--- src/rtl/core/beacon_element_parser_core_macros.svh ---
// ----------------------------------------------------------------------------
// beacon element parser assertion macros
// concurrent checks, compiled out when NO_ASSERTIONS is defined
// ----------------------------------------------------------------------------
`ifndef BEACON_ELEMENT_PARSER_CORE_MACROS_SVH
`define BEACON_ELEMENT_PARSER_CORE_MACROS_SVH

`ifndef NO_ASSERTIONS

// same-cycle implication
`define BEP_ASSERT_IMPLIES(label, clk, rst, ante, cons) \
   label: assert property (@(posedge clk) disable iff (rst) (ante) |-> (cons)) \
      else $error("bep check failed");

// next-cycle implication
`define BEP_ASSERT_NEXT(label, clk, rst, ante, cons) \
   label: assert property (@(posedge clk) disable iff (rst) (ante) |=> (cons)) \
      else $error("bep check failed");

`else

`define BEP_ASSERT_IMPLIES(label, clk, rst, ante, cons)
`define BEP_ASSERT_NEXT(label, clk, rst, ante, cons)

`endif

`endif

--- src/rtl/core/bep_pkg.sv ---
// ----------------------------------------------------------------------------
// bep_pkg
// types and constants shared by the beacon element parser
// ----------------------------------------------------------------------------
`default_nettype none

package bep_pkg;

   localparam int unsigned NAME_BYTES      = 32;
   localparam int unsigned NAME_IDX_W      = $clog2(NAME_BYTES);
   localparam int unsigned NAME_LEN_W      = $clog2(NAME_BYTES) + 1;
   localparam int unsigned ADDR_W          = 48;

   localparam int unsigned ADDR_FIRST      = 10;
   localparam int unsigned ADDR_LAST       = 15;
   localparam int unsigned MIN_FRAME_BYTES = 16;
   localparam int unsigned ELEMENTS_START  = 36;

   localparam logic [7:0]  TAG_SSID        = 8'd0;
   localparam logic [7:0]  TAG_CHANNEL     = 8'd3;

   typedef enum logic [1:0] {
      PHASE_TAG    = 2'd0,
      PHASE_LENGTH = 2'd1,
      PHASE_BODY   = 2'd2
   } phase_type;

   typedef struct packed {
      logic [7:0] frame_byte;
      logic       mgmt_frame;
      logic       last_byte;
   } req_type;

   typedef struct packed {
      logic                  valid_res;
      logic [ADDR_W-1:0]     bssid;
      logic [7:0]            channel;
      logic [NAME_LEN_W-1:0] name_length;
      logic [NAME_IDX_W-1:0] name_index;
      logic [7:0]            name_byte;
      logic                  last_result;
   } rsp_type;

   typedef logic [NAME_BYTES-1:0][7:0] name_bank_type;

   // frame summary handed from the element walker to the result sequencer
   typedef struct packed {
      logic                  load;
      logic                  ok;
      logic [NAME_LEN_W-1:0] name_length;
      logic [ADDR_W-1:0]     bssid;
      logic [7:0]            channel;
   } snap_type;

endpackage

`default_nettype wire

--- src/rtl/core/bep_input_reg.sv ---
// ----------------------------------------------------------------------------
// bep_input_reg
// request holding register in front of the element walker
// ----------------------------------------------------------------------------
`default_nettype none

module bep_input_reg (
   input  wire logic             clock,
   input  wire logic             reset,
   input  wire logic             req_valid,
   output logic                  req_ready,
   input  wire bep_pkg::req_type req_data,
   input  wire logic             advance,
   output logic                  item_valid,
   output bep_pkg::req_type      item
);

   logic             valid_ff;
   logic             valid_in;
   bep_pkg::req_type item_ff;
   logic             take;

   assign req_ready  = !valid_ff || advance;
   assign take       = req_valid && req_ready;
   assign item_valid = valid_ff;
   assign item       = item_ff;

   always_comb begin
      if (take) begin
         valid_in = 1'b1;
      end else if (advance) begin
         valid_in = 1'b0;
      end else begin
         valid_in = valid_ff;
      end
   end

   always_ff @(posedge clock) begin
      if (reset) begin
         valid_ff <= 1'b0;
      end else begin
         valid_ff <= valid_in;
      end
   end

   always_ff @(posedge clock) begin
      if (take) begin
         item_ff <= req_data;
      end
   end

endmodule

`default_nettype wire

--- src/rtl/core/bep_walker.sv ---
// ----------------------------------------------------------------------------
// bep_walker
// frame position, address capture and tagged element walk, one byte a cycle while step is high
// ----------------------------------------------------------------------------
`default_nettype none

module bep_walker #(
   parameter int unsigned MAX_FRAME_BYTES = 4096
) (
   input  wire logic             clock,
   input  wire logic             reset,
   input  wire logic             step,
   input  wire bep_pkg::req_type item,
   output bep_pkg::snap_type     snap,
   output bep_pkg::name_bank_type names
);

   localparam int unsigned POS_W = $clog2(MAX_FRAME_BYTES);
   localparam int unsigned LW    = bep_pkg::NAME_LEN_W;

   logic [POS_W-1:0]          pos_ff, pos_in;
   bep_pkg::phase_type        phase_ff, phase_in;
   logic [7:0]                kind_ff, kind_in;
   logic [7:0]                left_ff, left_in;
   logic [7:0]                length_ff, length_in;
   bep_pkg::name_bank_type    pend_ff, pend_in;
   bep_pkg::name_bank_type    comm_ff, comm_in;
   logic [LW-1:0]             clen_ff, clen_in;
   logic [7:0]                chan_ff, chan_in;
   logic [bep_pkg::ADDR_W-1:0] addr_ff, addr_in;
   logic                      done_ff, done_in;
   logic [LW-1:0]             run_ff, run_in;
   logic                      zero_ff, zero_in;

   logic [7:0] b;
   logic       walk;
   logic       at_tag, at_length, at_body;
   logic [7:0] body_idx;
   logic [7:0] left_dec;
   logic       close;
   logic       name_wr;
   logic       ssid_commit;
   logic       chan_commit;
   logic       ok;

   assign b        = item.frame_byte;
   assign walk     = step && item.mgmt_frame && !done_ff &&
                     (pos_ff >= POS_W'(bep_pkg::ELEMENTS_START));
   assign body_idx = length_ff - left_ff;
   assign left_dec = left_ff - 8'd1;

   // phase decode, unused code acts as expecting a tag
   always_comb begin
      at_tag    = 1'b0;
      at_length = 1'b0;
      at_body   = 1'b0;
      case (phase_ff)
         bep_pkg::PHASE_LENGTH: at_length = 1'b1;
         bep_pkg::PHASE_BODY:   at_body   = 1'b1;
         default:               at_tag    = 1'b1;
      endcase
   end

   // next phase
   always_comb begin
      phase_in = phase_ff;
      if (step && item.last_byte) begin
         phase_in = bep_pkg::PHASE_TAG;
      end else if (walk) begin
         if (at_tag) begin
            phase_in = bep_pkg::PHASE_LENGTH;
         end else if (at_length) begin
            phase_in = (b == 8'd0) ? bep_pkg::PHASE_TAG : bep_pkg::PHASE_BODY;
         end else if (left_dec == 8'd0) begin
            phase_in = bep_pkg::PHASE_TAG;
         end
      end
   end

   assign close       = walk && ((at_length && b == 8'd0) || (at_body && left_dec == 8'd0));
   assign name_wr     = walk && at_body && kind_ff == bep_pkg::TAG_SSID && body_idx[7:5] == 3'd0;
   assign ssid_commit = close && at_body && kind_ff == bep_pkg::TAG_SSID &&
                        length_ff <= 8'(bep_pkg::NAME_BYTES);
   assign chan_commit = close && at_body && kind_ff == bep_pkg::TAG_CHANNEL &&
                        length_ff == 8'd1;

   always_comb begin
      for (int k = 0; k < int'(bep_pkg::NAME_BYTES); k++) begin
         pend_in[k] = (name_wr && body_idx[4:0] == 5'(k)) ? b : pend_ff[k];
      end
   end

   // name length up to the first zero byte, counted while the body arrives
   always_comb begin
      run_in  = run_ff;
      zero_in = zero_ff;
      if (walk && at_length) begin
         run_in  = '0;
         zero_in = 1'b0;
      end else if (name_wr && !zero_ff) begin
         if (b == 8'd0) begin
            zero_in = 1'b1;
         end else begin
            run_in = run_ff + LW'(1);
         end
      end
   end

   always_comb begin
      comm_in = ssid_commit ? pend_in : comm_ff;
      clen_in = ssid_commit ? run_in  : clen_ff;
      chan_in = chan_commit ? b       : chan_ff;
      done_in = done_ff || (close && clen_in != '0 && chan_in != 8'd0);

      addr_in = addr_ff;
      if (step && item.mgmt_frame && pos_ff >= POS_W'(bep_pkg::ADDR_FIRST) &&
          pos_ff <= POS_W'(bep_pkg::ADDR_LAST)) begin
         addr_in = {addr_ff[bep_pkg::ADDR_W-9:0], b};
      end

      kind_in   = kind_ff;
      length_in = length_ff;
      left_in   = left_ff;
      if (walk) begin
         if (at_tag) begin
            kind_in = b;
         end else if (at_length) begin
            length_in = b;
            left_in   = b;
         end else begin
            left_in = left_dec;
         end
      end

      pos_in = pos_ff;
      if (step && pos_ff < POS_W'(MAX_FRAME_BYTES - 1)) begin
         pos_in = pos_ff + POS_W'(1);
      end
   end

   assign ok = item.mgmt_frame && clen_in != '0 && chan_in != 8'd0 &&
               pos_ff >= POS_W'(bep_pkg::MIN_FRAME_BYTES - 1);

   always_comb begin
      snap.load        = step && item.last_byte;
      snap.ok          = ok;
      snap.name_length = ok ? clen_in : '0;
      snap.bssid       = ok ? addr_in : '0;
      snap.channel     = ok ? chan_in : 8'd0;
   end

   assign names = comm_in;

   always_ff @(posedge clock) begin
      if (reset) begin
         pos_ff    <= '0;
         phase_ff  <= bep_pkg::PHASE_TAG;
         kind_ff   <= 8'd0;
         left_ff   <= 8'd0;
         length_ff <= 8'd0;
         clen_ff   <= '0;
         chan_ff   <= 8'd0;
         addr_ff   <= '0;
         done_ff   <= 1'b0;
         run_ff    <= '0;
         zero_ff   <= 1'b0;
      end else if (step && item.last_byte) begin
         pos_ff    <= '0;
         phase_ff  <= phase_in;
         kind_ff   <= 8'd0;
         left_ff   <= 8'd0;
         length_ff <= 8'd0;
         clen_ff   <= '0;
         chan_ff   <= 8'd0;
         addr_ff   <= '0;
         done_ff   <= 1'b0;
         run_ff    <= '0;
         zero_ff   <= 1'b0;
      end else begin
         pos_ff    <= pos_in;
         phase_ff  <= phase_in;
         kind_ff   <= kind_in;
         left_ff   <= left_in;
         length_ff <= length_in;
         clen_ff   <= clen_in;
         chan_ff   <= chan_in;
         addr_ff   <= addr_in;
         done_ff   <= done_in;
         run_ff    <= run_in;
         zero_ff   <= zero_in;
      end
   end

   // name banks hold data only
   always_ff @(posedge clock) begin
      pend_ff <= pend_in;
      comm_ff <= comm_in;
   end

endmodule

`default_nettype wire

--- src/rtl/core/bep_emitter.sv ---
// ----------------------------------------------------------------------------
// bep_emitter
// holds one frame summary and plays its results out one per cycle while rsp_ready is high
// ----------------------------------------------------------------------------
`default_nettype none

module bep_emitter (
   input  wire logic                   clock,
   input  wire logic                   reset,
   input  wire bep_pkg::snap_type      snap,
   input  wire bep_pkg::name_bank_type names,
   output logic                        free,
   output logic                        rsp_valid,
   input  wire logic                   rsp_ready,
   output bep_pkg::rsp_type            rsp_data
);

   localparam int unsigned LW = bep_pkg::NAME_LEN_W;
   localparam int unsigned IW = bep_pkg::NAME_IDX_W;

   logic                       busy_ff, busy_in;
   logic [IW-1:0]              idx_ff, idx_in;
   logic                       ok_ff;
   logic [LW-1:0]              len_ff;
   logic [bep_pkg::ADDR_W-1:0] bssid_ff;
   logic [7:0]                 chan_ff;
   bep_pkg::name_bank_type     names_ff;
   logic                       last_now;
   logic                       taken;

   assign last_now  = !ok_ff || ({1'b0, idx_ff} + LW'(1) == len_ff);
   assign taken     = busy_ff && rsp_ready;
   assign free      = !busy_ff || (rsp_ready && last_now);
   assign rsp_valid = busy_ff;

   always_comb begin
      rsp_data.valid_res   = ok_ff;
      rsp_data.bssid       = bssid_ff;
      rsp_data.channel     = chan_ff;
      rsp_data.name_length = len_ff;
      rsp_data.name_index  = idx_ff;
      rsp_data.name_byte   = ok_ff ? names_ff[idx_ff] : 8'd0;
      rsp_data.last_result = last_now;
   end

   always_comb begin
      busy_in = busy_ff;
      idx_in  = idx_ff;
      if (snap.load) begin
         busy_in = 1'b1;
         idx_in  = '0;
      end else if (taken) begin
         if (last_now) begin
            busy_in = 1'b0;
         end else begin
            idx_in = idx_ff + IW'(1);
         end
      end
   end

   always_ff @(posedge clock) begin
      if (reset) begin
         busy_ff <= 1'b0;
         idx_ff  <= '0;
      end else begin
         busy_ff <= busy_in;
         idx_ff  <= idx_in;
      end
   end

   always_ff @(posedge clock) begin
      if (snap.load) begin
         ok_ff    <= snap.ok;
         len_ff   <= snap.name_length;
         bssid_ff <= snap.bssid;
         chan_ff  <= snap.channel;
         names_ff <= names;
      end
   end

endmodule

`default_nettype wire

--- src/rtl/core/beacon_element_parser_core.sv ---
// the first result of a frame comes from the result register, loaded as the last byte leaves the input register
// throughput: one frame byte per cycle bar a held last byte; results one per cycle while ready, up to 32 per frame
// a frame's last byte waits in the input register while the previous frame's results drain,
// so with the result channel ready, a frame shorter than the previous result count stalls there
// reset: synchronous, active high; clears position, element walk and result sequencer
`default_nettype none
`include "beacon_element_parser_core_macros.svh"

// ----------------------------------------------------------------------------
// beacon_element_parser_core
// beacon frame byte walker extracting the network name, address and channel
// ----------------------------------------------------------------------------
module beacon_element_parser_core #(
   parameter int unsigned MAX_FRAME_BYTES = 4096
) (
   input  wire logic             clock,
   input  wire logic             reset,
   // request channel: one frame byte per request
   input  wire logic             req_valid,
   output logic                  req_ready,
   input  wire bep_pkg::req_type req_data,
   // result channel
   output logic                  rsp_valid,
   input  wire logic             rsp_ready,
   output bep_pkg::rsp_type      rsp_data
);

   logic                   item_valid;
   bep_pkg::req_type       item;
   logic                   advance;
   logic                   emit_free;
   bep_pkg::snap_type      snap;
   bep_pkg::name_bank_type names;

   // a held byte moves on unless it ends a frame whose results have no room yet
   assign advance = item_valid && (!item.last_byte || emit_free);

   // stage 1: request register
   bep_input_reg u_input (
      .clock      (clock),
      .reset      (reset),
      .req_valid  (req_valid),
      .req_ready  (req_ready),
      .req_data   (req_data),
      .advance    (advance),
      .item_valid (item_valid),
      .item       (item)
   );

   // stage 2: frame state and element walk, summary at frame end
   bep_walker #(
      .MAX_FRAME_BYTES (MAX_FRAME_BYTES)
   ) u_walker (
      .clock (clock),
      .reset (reset),
      .step  (advance),
      .item  (item),
      .snap  (snap),
      .names (names)
   );

   // result register and name byte sequencer
   bep_emitter u_emitter (
      .clock     (clock),
      .reset     (reset),
      .snap      (snap),
      .names     (names),
      .free      (emit_free),
      .rsp_valid (rsp_valid),
      .rsp_ready (rsp_ready),
      .rsp_data  (rsp_data)
   );

   // a summary only lands when the sequencer has room
   `BEP_ASSERT_IMPLIES(a_load_when_free, clock, reset, snap.load, emit_free)

   // an invalid result is the single, empty last result of its frame
   `BEP_ASSERT_IMPLIES(a_invalid_single, clock, reset, rsp_valid && !rsp_data.valid_res,
      rsp_data.last_result && rsp_data.name_length == '0 && rsp_data.name_index == '0)

   // a valid result always indexes inside a nonempty name
   `BEP_ASSERT_IMPLIES(a_index_in_name, clock, reset, rsp_valid && rsp_data.valid_res,
      rsp_data.name_length != '0 && {1'b0, rsp_data.name_index} < rsp_data.name_length)

   // after the last result goes out with nothing new loaded, the channel idles
   `BEP_ASSERT_NEXT(a_idle_after_last, clock, reset,
      rsp_valid && rsp_ready && rsp_data.last_result && !snap.load, !rsp_valid)

endmodule

`default_nettype wire

--- config.mk ---
export PLATFORM = sky130hd
export DESIGN_NAME = beacon_element_parser_core
export DESIGN_NICKNAME = d
export VERILOG_FILES = /design/src/rtl/core/bep_pkg.sv /design/src/rtl/core/bep_input_reg.sv /design/src/rtl/core/bep_walker.sv /design/src/rtl/core/bep_emitter.sv /design/src/rtl/core/beacon_element_parser_core.sv
export VERILOG_INCLUDE_DIRS = /design/src /design/src/rtl/core
export SDC_FILE = /design/constraint.sdc
export NUM_CORES = 1
export LEC_CHECK = 0
export ABC_AREA = 0
export BUFFER_PORTS_ARGS = -buffer_cell sky130_fd_sc_hd__buf_4
export CORE_ASPECT_RATIO = 1.1
export CORE_MARGIN = 2
export CORE_UTILIZATION = 66
export DETAILED_ROUTE_END_ITERATION = 12
export PLACE_DENSITY = 0.88
export REMOVE_ABC_BUFFERS = 1
export SETUP_SLACK_MARGIN = 0.3
export SLEW_MARGIN = 25
export SYNTH_ARGS = -nofsm -noshare
export SYNTH_HDL_FRONTEND = slang
export SYNTH_SLANG_ARGS = --single-unit
--- constraint.sdc ---
create_clock -name clock -period 28.5 [get_ports clock]
set_clock_uncertainty 0.15 [all_clocks]
set_input_delay 5.7 -clock clock [delete_from_list [all_inputs] [get_ports clock]]
set_output_delay 5.7 -clock clock [all_outputs]
set_load 0.02 [all_outputs]
== Word-level counts from Yosys, hierarchy flattened ==
Cells that the tools add are included.
Storage, ports and cells
  flip-flop bits (word level): 956
  bits of input ports: 14
  output and inout bits: 79
  logic and storage cells: 316
Operators by class
  $add $sub $neg: 6
  magnitude comparators: 7
  equality and inequality tests: 37
  multiplexer cells: 54
  bitwise gates (word level): 2
  reduce and logical (&&, ||, !) cells: 93
Operator list (count)
  8-bit two-way mux: 36
  256-bit two-way mux: 1
  5-bit == test, second input constant: 16
  1-bit logical AND: 61
  48-bit two-way mux: 1
  8-bit binary-select mux with 5-bit select: 1
  5-bit by 4-bit == test with 1-bit output, second input constant: 8
  12-bit by 4-bit greater-or-equal comparator with 1-bit output, second input constant: 2
  8-bit zero test: 3
  6-bit two-way mux: 4
  5-bit by 3-bit == test with 1-bit output, second input constant: 4
  12-bit by 1-bit adder with 12-bit output, second input constant: 1
  12-bit by 6-bit greater-or-equal comparator with 1-bit output, second input constant: 1
  12-bit by 4-bit less-or-equal comparator with 1-bit output, second input constant: 1
  12-bit < comparator, second input constant: 1
  2-bit AND reduction: 6
  5-bit by 2-bit == test with 1-bit output, second input constant: 2
  8-bit by 1-bit == test with 1-bit output, second input constant: 1
  8-bit by 2-bit == test with 1-bit output, second input constant: 1
  8-bit by 6-bit less-or-equal comparator with 1-bit output, second input constant: 1
  2-bit two-way mux: 4
  8-bit nonzero test: 1
  8-bit by 1-bit subtractor with 8-bit output, second input constant: 1
  8-bit subtractor: 1
  other kinds (20): 40

== Logic depth before layout (Yosys ltp) ==
Gate-level depths: netlist of run 1.
  depth after elaboration: 21
  depth in mapped cells: 15
  mapped depth without buffers: 13

== Cells and area by module ==
Synthesis of run 1 repeated with hierarchy kept, for this count alone.
Unflattened totals
  cell total of the unflattened synthesis: 2307
  area total of the unflattened synthesis: 34324.2 um^2
By module, submodules not included
  bep_walker: instances 1, cells each 1800, area an instance 21888.5 um^2, sequential area each 12411.9 um^2
  bep_emitter: instances 1, cells each 490, area an instance 12069.1 um^2, sequential area each 9699.3 um^2
  bep_input_reg: instances 1, cells each 15, area an instance 355.3 um^2, sequential area each 320.3 um^2
  beacon_element_parser_core: instances 1, cells each 2, area an instance 11.3 um^2, sequential area each 0.0 um^2

== Worst setup path before layout of run 1 ==
No wires, ideal clock.
  kind: input to register
  start: input port rsp_ready
  end: register u_walker.addr_ff[44] (netlist bit)
  library setup time: 0.128 ns
  arrival time: 14.948 ns
  required time: 28.222 ns
  path slack: 13.274 ns
  stages: 8
  buffers on the path: 3
  cells stage by stage: nor2_1 > nor3_1 > and3_1 > or2_2 > clkbuf_1 > clkbuf_1 > buf_1 > nor2_1
Between the ends
  word-level cells in the longest chain between the ends: 8
  elaborated cells between the ends (all ways): 10
  those cells by class: mux (1); reduce/logical (9)
RTL lines
  from (decl): line beacon_element_parser_core.sv:24  | input wire logic rsp_ready,
  1-bit logical AND (*): line bep_emitter.sv:33  | assign free = !busy_ff || (rsp_ready && last_now);
  1-bit logical OR (*): line bep_emitter.sv:33
  1-bit logical OR (*): line beacon_element_parser_core.sv:36  | assign advance = item_valid && (!item.last_byte || emit_free);
  1-bit logical AND (*): line beacon_element_parser_core.sv:36
  1-bit logical AND (3 in a row): line bep_walker.sv:116  | if (step && item.mgmt_frame && pos_ff >= POS_W'(bep_pkg::ADDR_FIRST) &&
  48-bit two-way mux: line bep_walker.sv:116
  to (signal assigned): line bep_walker.sv:187  | addr_ff <= addr_in;
  to (decl): line bep_walker.sv:30  | logic [bep_pkg::ADDR_W-1:0] addr_ff, addr_in;
Every way passes the cells marked *; elsewhere a longest branch is shown, timed or not.
A chain may end at the register's enable or synchronous reset.

== Worst setup path after layout of run 1 ==
  start: input port rsp_ready
  end: output port req_ready
Between the ends
  word-level cells in the longest chain between the ends: 5
RTL lines
  1-bit logical AND: line bep_emitter.sv:33
  1-bit logical OR: line bep_emitter.sv:33
  1-bit logical OR: line beacon_element_parser_core.sv:36
  1-bit logical AND: line beacon_element_parser_core.sv:36
  1-bit logical OR: line bep_input_reg.sv:23  | assign req_ready = !valid_ff || advance;
  to (decl): line beacon_element_parser_core.sv:20  | output logic req_ready,
Every way passes these cells.

==> impl_metrics.py, run 1 <==
metrics = {
    "routing": {
        "drc": 0,
        "wire_per_inst_um": 22.4,
        "dr.pass1.iters": 7,
        "antenna_left": 0,
        "drtIter0Drc": 1521,
        "routed_wl_mm": 70.2,
        "vias_per_cell": 5.98,
        "vias": 18800,
    },
    "placement": {
        "hpwlAfterDp_mm": 39.9,
        "finalWeightedCongestion": 0.832,
        "dpl.cell_count": 2972,
        "io_buffers": 92,
    },
    "worst_setup_path": {
        "r2r_end": "u_emitter.bssid_ff[13]",
        "regToRegSetupSlack_ps": 22550,
        "worstPathCellList": "buf_4, nand2_1, nand2_1, nor2_1, inv_1, buf_4",
        "r2r_start": "u_emitter.idx_ff[0]",
        "worstSetupPathType": "input port to output port",
        "critPathTopFamily": "buffers and inverters",
        "cp-end-kind": "output port",
        "critPathRequiredTime_ps": 22650,
        "slowest_stage": "nor2_1",
        "crit_buf_inv": 3,
        "cp.arrival_ps": 6350,
        "startpoint_type": "input port",
        "crit_fanout": 3,
        "worstRegToRegCells": 13,
        "cpPeakStageDelay_ps": 190,
    },
    "power": {
        "seq_power_share_pct": 52.2,
        "switchingPower_mw": 0.537,
        "p_leak_nw": 14.8,
        "p_sw_share_pct": 19.7,
        "combPwrFrac_pct": 1.6,
        "power.internal_mw": 2.19,
        "clkPwrFrac_pct": 46.1,
        "power.density_nw_per_um2": 69.3,
        "ir_drop_mv": 0.0457,
    },
    "die": {
        "dieArea_um2": 54800,
        "initial_core_util_pct": 66.6,
        "row_count": 88,
        "fp.dieH_um": 245,
        "die_x_um": 223,
        "io_pins": 93,
        "core_area_um2": 52400,
    },
    "yosys": {
        "synthTopCellsByCount": "dfxtp_1 (627), mux2_2 (416), edfxtp_1 (329), nor2_1 (184), mux2_4 (96)",
        "yosysWarnings": 0,
        "syn_inst": 2304,
        "synth-edff-count": 329,
        "synth_top_area_share_pct": 36.0,
        "synth_flop_cell": "dfxtp_1",
        "syn_area_um2": 34900,
        "synth_area_leaders": "dfxtp_1 (36%), edfxtp_1 (28%), mux2_2 (13%)",
        "synthArstFlopShare_pct": 0,
        "postSynthAreaPerCell_um2": 15.2,
        "synth_most_common_cell": "dfxtp_1",
        "synth_seq_cells": 956,
        "synth.distinct_cells": 72,
        "synth_seq_area_share_pct": 64.3,
        "yosysTopAreaCell": "dfxtp_1",
    },
    "finish": {
        "antenna_cells": 0,
        "area_delta_synth_final_pct": 12.6,
        "finalNetCount": 2418,
        "drive_gt1_share_pct": 36.9,
        "instances_no_fill": 3137,
    },
    "clock_network": {
        "numCtsBuffers": 87,
        "path_clk_slew_ps": 60,
        "cts_root_buf": "clkbuf_16",
        "cts_tree": "built",
        "ctsResizeCount": 0,
        "ctsHoldBuffers": 0,
        "clockBufferDepth": 3,
        "cts_setup_buffers": 0,
        "clk_latency_ps": 630,
        "clkSinkCount": 956,
        "htreeDepth": 3,
    },
    "global_route": {
        "track_usage_pct": 25.7,
        "first_global_vias": 19900,
        "grt_antenna_before_repair": 1,
        "grt_max_degree": 154,
        "grt_overflow_total": 0,
        "grt_pass1_wl_mm": 110,
    },
    "sta": {
        "post-route-period-util_pct": 42.8,
        "setup_viol": 0,
        "relSlewSlack_pct": 30.9,
        "hold_violations": 0,
        "fin_hold_ws_ps": 319,
        "rsz0062_at_grt": "no",
        "drv_slew": 0,
        "setup_tns_ps": 0,
        "min_period_ps": 12200,
        "timing.fmax_mhz": 82.0,
        "tightest_slew_ps": 1040,
    },
    "worst_hold_path": {
        "hp-class": "register to register",
        "hp-start": "u_walker.comm_ff[204]",
        "whs_endpoint": "u_walker.comm_ff[204]",
        "hold_depth": 1,
    },
    "run": {
        "drv_cap": 0,
    },
    "status": {
        "run_status": "finished, final reports clean",
    },
}
worst reg2reg max path, delay by kind of cell (launching register included):
kind	cells	cell delay, ps
AND/OR/NAND/NOR	5	1520
flip-flops	1	910
AO/OA/AOI/OAI	3	1000
XOR/XNOR	1	260
adder cells (fa/ha/maj)	1	400
buffers and inverters	3	1430
final cells by class:
class	instances	area, µm²
inverters	19	71.3
multi-input cells	1206	11900
fillers	2860	13100
repair buffers	117	918
well taps	675	845
clock buffers	126	2690
clock inverters	38	479
flip-flops and latches	956	22400
logic make-up after synthesis:
| family | synth area share (%) |
|---|---|
| flip-flops | 64.3 |
| multiplexers | 24.7 |
| AND/OR/NAND/NOR | 5.95 |
| buffers and inverters | 1.86 |
| AO/OA/AOI/OAI | 1.67 |
| XOR/XNOR | 0.917 |
| adder cells (fa/ha/maj) | 0.631 |
how the worst max path moves through the flow:
stage,startpoint,endpoint,cells after the start
6_report,rsp_ready,req_ready,6
4_1_cts,rsp_ready,req_ready,6
3_3_place_gp,rsp_ready,req_ready,6
2_1_floorplan,rsp_ready,u_emitter.bssid_ff[0],8
5_1_grt,rsp_ready,req_ready,6
3_5_place_dp,rsp_ready,req_ready,6
cells in the final DEF, fill, tap and decap left out, types with 16 or more instances in the layout:
| cell type | n |
|---|---|
| clkinv_2 | 17 |
| inv_1 | 18 |
| edfxtp_1 | 329 |
| mux2_2 | 416 |
| buf_4 | 113 |
| mux2_4 | 96 |
| clkbuf_16 | 97 |
| ha_1 | 16 |
| xor2_1 | 18 |
| a21oi_1 | 38 |
| nand3_1 | 33 |
| nand2_1 | 67 |
| dfxtp_1 | 625 |
| nor2_1 | 183 |
| mux4_2 | 80 |
| mux2i_1 | 70 |
| xnor2_1 | 16 |
power groups by stage:
stage / sequential (mW) / clock (mW) / combinational [mW]
after CTS: 1.42 / 1.27 / 0.0441
final: 1.42 / 1.26 / 0.0446
after floorplan: 1.46 / 0 / 0.0172
after detailed placement: 1.45 / 0 / 0.0437
after global routing: 1.42 / 1.32 / 0.0467
after global placement: 1.45 / 0 / 0.0424
stage by stage:
| stage | setup WS [ps] | power [mW] | util [%] | instance area (µm²) |
|---|---|---|---|---|
| after floorplan | 6950 | 1.48 | - | 34300 |
| after global placement | 16290 | 1.49 | 68.9 | 36100 |
| after detailed placement | 16310 | 1.50 | 68.9 | 36100 |
| after CTS | 16310 | 2.74 | 74.9 | 39300 |
| after global routing | 16230 | 2.79 | 75.0 | 39300 |
| final | 16300 | 2.73 | 75.0 | 39300 |
sequential cells by signal, summed over array words and instances, names as in the netlist, 2 cells and up:
name / cells
u_emitter.names_ff: 256
u_walker.comm_ff: 256
u_walker.pend_ff: 256
u_emitter.bssid_ff: 48
u_walker.addr_ff: 48
u_walker.pos_ff: 12
u_input.item: 10
u_emitter.chan_ff: 8
u_walker.chan_ff: 8
u_walker.kind_ff: 8
u_walker.left_ff: 8
u_walker.length_ff: 8
u_emitter.len_ff: 6
u_walker.clen_ff: 6
u_walker.run_ff: 6
u_emitter.idx_ff: 5
u_walker.phase_ff: 2
per-layer routing:
layer  GRT usage [%]  part of all wire [%]
met1            32.1                    41
met3            3.59                   4.7
met2            45.2                    52
met4            10.8                   2.9
met5               0                 0.019
Note: power is estimated with default switching activity, not from simulation.
==> inputs of run 2 (changes only) <==
--- a/config.mk
+++ b/config.mk
@@ -10,9 +10,9 @@
 export BUFFER_PORTS_ARGS = -buffer_cell sky130_fd_sc_hd__buf_4
 export CORE_ASPECT_RATIO = 1.1
 export CORE_MARGIN = 2
-export CORE_UTILIZATION = 66
+export CORE_UTILIZATION = 56
 export DETAILED_ROUTE_END_ITERATION = 12
-export PLACE_DENSITY = 0.88
+export PLACE_DENSITY = 0.8
 export REMOVE_ABC_BUFFERS = 1
 export SETUP_SLACK_MARGIN = 0.3
 export SLEW_MARGIN = 25
==> constraint.sdc (replaced) <==
create_clock -name clock -period 10.7 [get_ports clock]
set_clock_uncertainty 0.15 [all_clocks]
set_input_delay 2.14 -clock clock [delete_from_list [all_inputs] [get_ports clock]]
set_output_delay 2.14 -clock clock [all_outputs]
set_load 0.02 [all_outputs]
==> impl_metrics.py, run 2 (same netlist as run 1, synthesis figures left out) <==
metrics = {
    "worst_setup_path": {
        "startpoint_type": "register",
        "cp.arrival_ps": 4090,
        "worstRegToRegCells": 10,
        "cp-end-kind": "output port",
        "crit_fanout": 40,
        "r2r_end": "u_emitter.names_ff[105]",
        "regToRegSetupSlack_ps": 5000,
        "worstSetupPathType": "register to output port",
        "r2r_start": "u_emitter.idx_ff[0]",
        "startpoint": "u_emitter.idx_ff[0]",
        "critPathRequiredTime_ps": 8410,
    },
    "clock_network": {
        "ctsHoldBuffers": 0,
        "clk_latency_ps": 640,
        "cts_root_buf": "clkbuf_16",
        "path_clk_slew_ps": 60,
        "cts_setup_buffers": 0,
        "clockBufferDepth": 3,
        "htreeDepth": 3,
        "ctsResizeCount": 0,
        "numCtsBuffers": 85,
        "clkSinkCount": 956,
        "cts_tree": "built",
    },
    "routing": {
        "vias": 18400,
        "routed_wl_mm": 67.3,
        "drc": 0,
        "dr.pass1.iters": 6,
        "antenna_left": 0,
        "wire_per_inst_um": 20.4,
        "drtIter0Drc": 1315,
        "vias_per_cell": 5.60,
    },
    "worst_hold_path": {
        "hold_depth": 2,
        "whs_endpoint": "u_walker.kind_ff[2]",
        "hp-class": "register to register",
        "hp-start": "u_walker.kind_ff[2]",
    },
    "sta": {
        "tightest_slew_ps": 1010,
        "rsz0062_at_grt": "no",
        "hold_violations": 0,
        "post-route-period-util_pct": 59.6,
        "drv_slew": 0,
        "timing.fmax_mhz": 157,
        "relSlewSlack_pct": 32.6,
        "fin_hold_ws_ps": 309,
        "min_period_ps": 6380,
        "setup_viol": 0,
        "timing.final.ws_setup_ps": 4320,
    },
    "finish": {
        "finalNetCount": 2416,
        "drive_gt1_share_pct": 36.5,
        "antenna_cells": 0,
        "instances_no_fill": 3290,
        "mostFrequentLayoutCells": "dfxtp_1 (625), mux2_2 (416), edfxtp_1 (329)",
        "final_common_cell": "dfxtp_1",
        "area_delta_synth_final_pct": 12.2,
        "largest_registers": "u_emitter.names_ff (256), u_walker.comm_ff (256), u_walker.pend_ff (256)",
        "finish.utilization_pct": 63.2,
    },
    "global_route": {
        "grt_pass1_wl_mm": 107,
        "grt_overflow_total": 0,
        "grtUsageMet3_pct": 2.86,
        "track_usage_pct": 20.9,
        "busiest_layer": "met2",
        "use_met2_pct": 36.7,
        "first_global_vias": 19400,
        "gr-usage-met1_pct": 26.5,
        "grt_max_degree": 146,
        "grt_antenna_before_repair": 0,
    },
    "run": {
        "drv_cap": 0,
    },
    "die": {
        "core_area_um2": 62000,
        "dieArea_um2": 64400,
        "io_pins": 93,
        "initial_core_util_pct": 56.3,
        "die_x_um": 242,
        "row_count": 96,
        "fp.dieH_um": 266,
    },
    "placement": {
        "finalWeightedCongestion": 0.854,
        "io_buffers": 92,
        "pre_cts_ws_ps": 4440,
        "dpl.cell_count": 3131,
        "hpwlAfterDp_mm": 40.6,
    },
    "power": {
        "p_leak_nw": 14.6,
        "ir_drop_mv": 0.0969,
        "power.density_nw_per_um2": 179,
    },
    "status": {
        "run_status": "finished, final reports clean",
    },
}
[run 2: cell count changes in the layout (fill, tap and decap cells not counted), moves of 3 or more]
cell	change
clkbuf_1	+7
clkbuf_16	-9
clkbuf_8	-4
bufinv_16	-3
clkinvlp_4	+4
[run 2: cell type report]
class	count	area (µm²)
clock buffer	120	2430
timing repair buffer	117	898
fill	4349	22800
sequential	956	22400
multi-input combinational	1206	11900
tap	833	1040
inverter	19	71.3
clock inverter	39	428
[run 2: per-layer routing]
layer	part of all wire (%)	up-vias
li1	-	8506
met1	42	9419
met2	51	403
met3	4.1	111
met4	2.5	0
met5	0	-
[run 2: power by group]
part	switching, mW	total [mW]	internal (mW)
logic	0.0846	0.119	0.0347
registers	0.0133	3.79	3.78
clock network	1.31	3.10	1.79
[run 2: critical path, stage by stage (launching register included)]
cell and delay (ps):
dfxtp_4 930, buf_4 740, mux4_2 650, mux4_2 560, mux2i_1 260, nor2b_1 90
buf_4 160
[run 2: worst max-delay path by stage]
stage	end	slack, ps	depth (start not counted)
after floorplan	u_emitter.bssid_ff[0]	-8890	10
after global placement	u_emitter.names_ff[217]	4490	9
after detailed placement	u_emitter.names_ff[216]	4440	9
after CTS	rsp_data[8]	4220	6
after global routing	rsp_data[4]	4130	6
final	rsp_data[8]	4320	6
[run 2: stage by stage]
step	total power, mW	TNS, ps	instance area, µm²
floorplan	3.94	-5021930	34300
global placement	3.99	0	36300
detailed placement	3.99	0	36300
CTS	7.05	0	39200
global route	7.21	0	39200
finish	7.01	0	39200
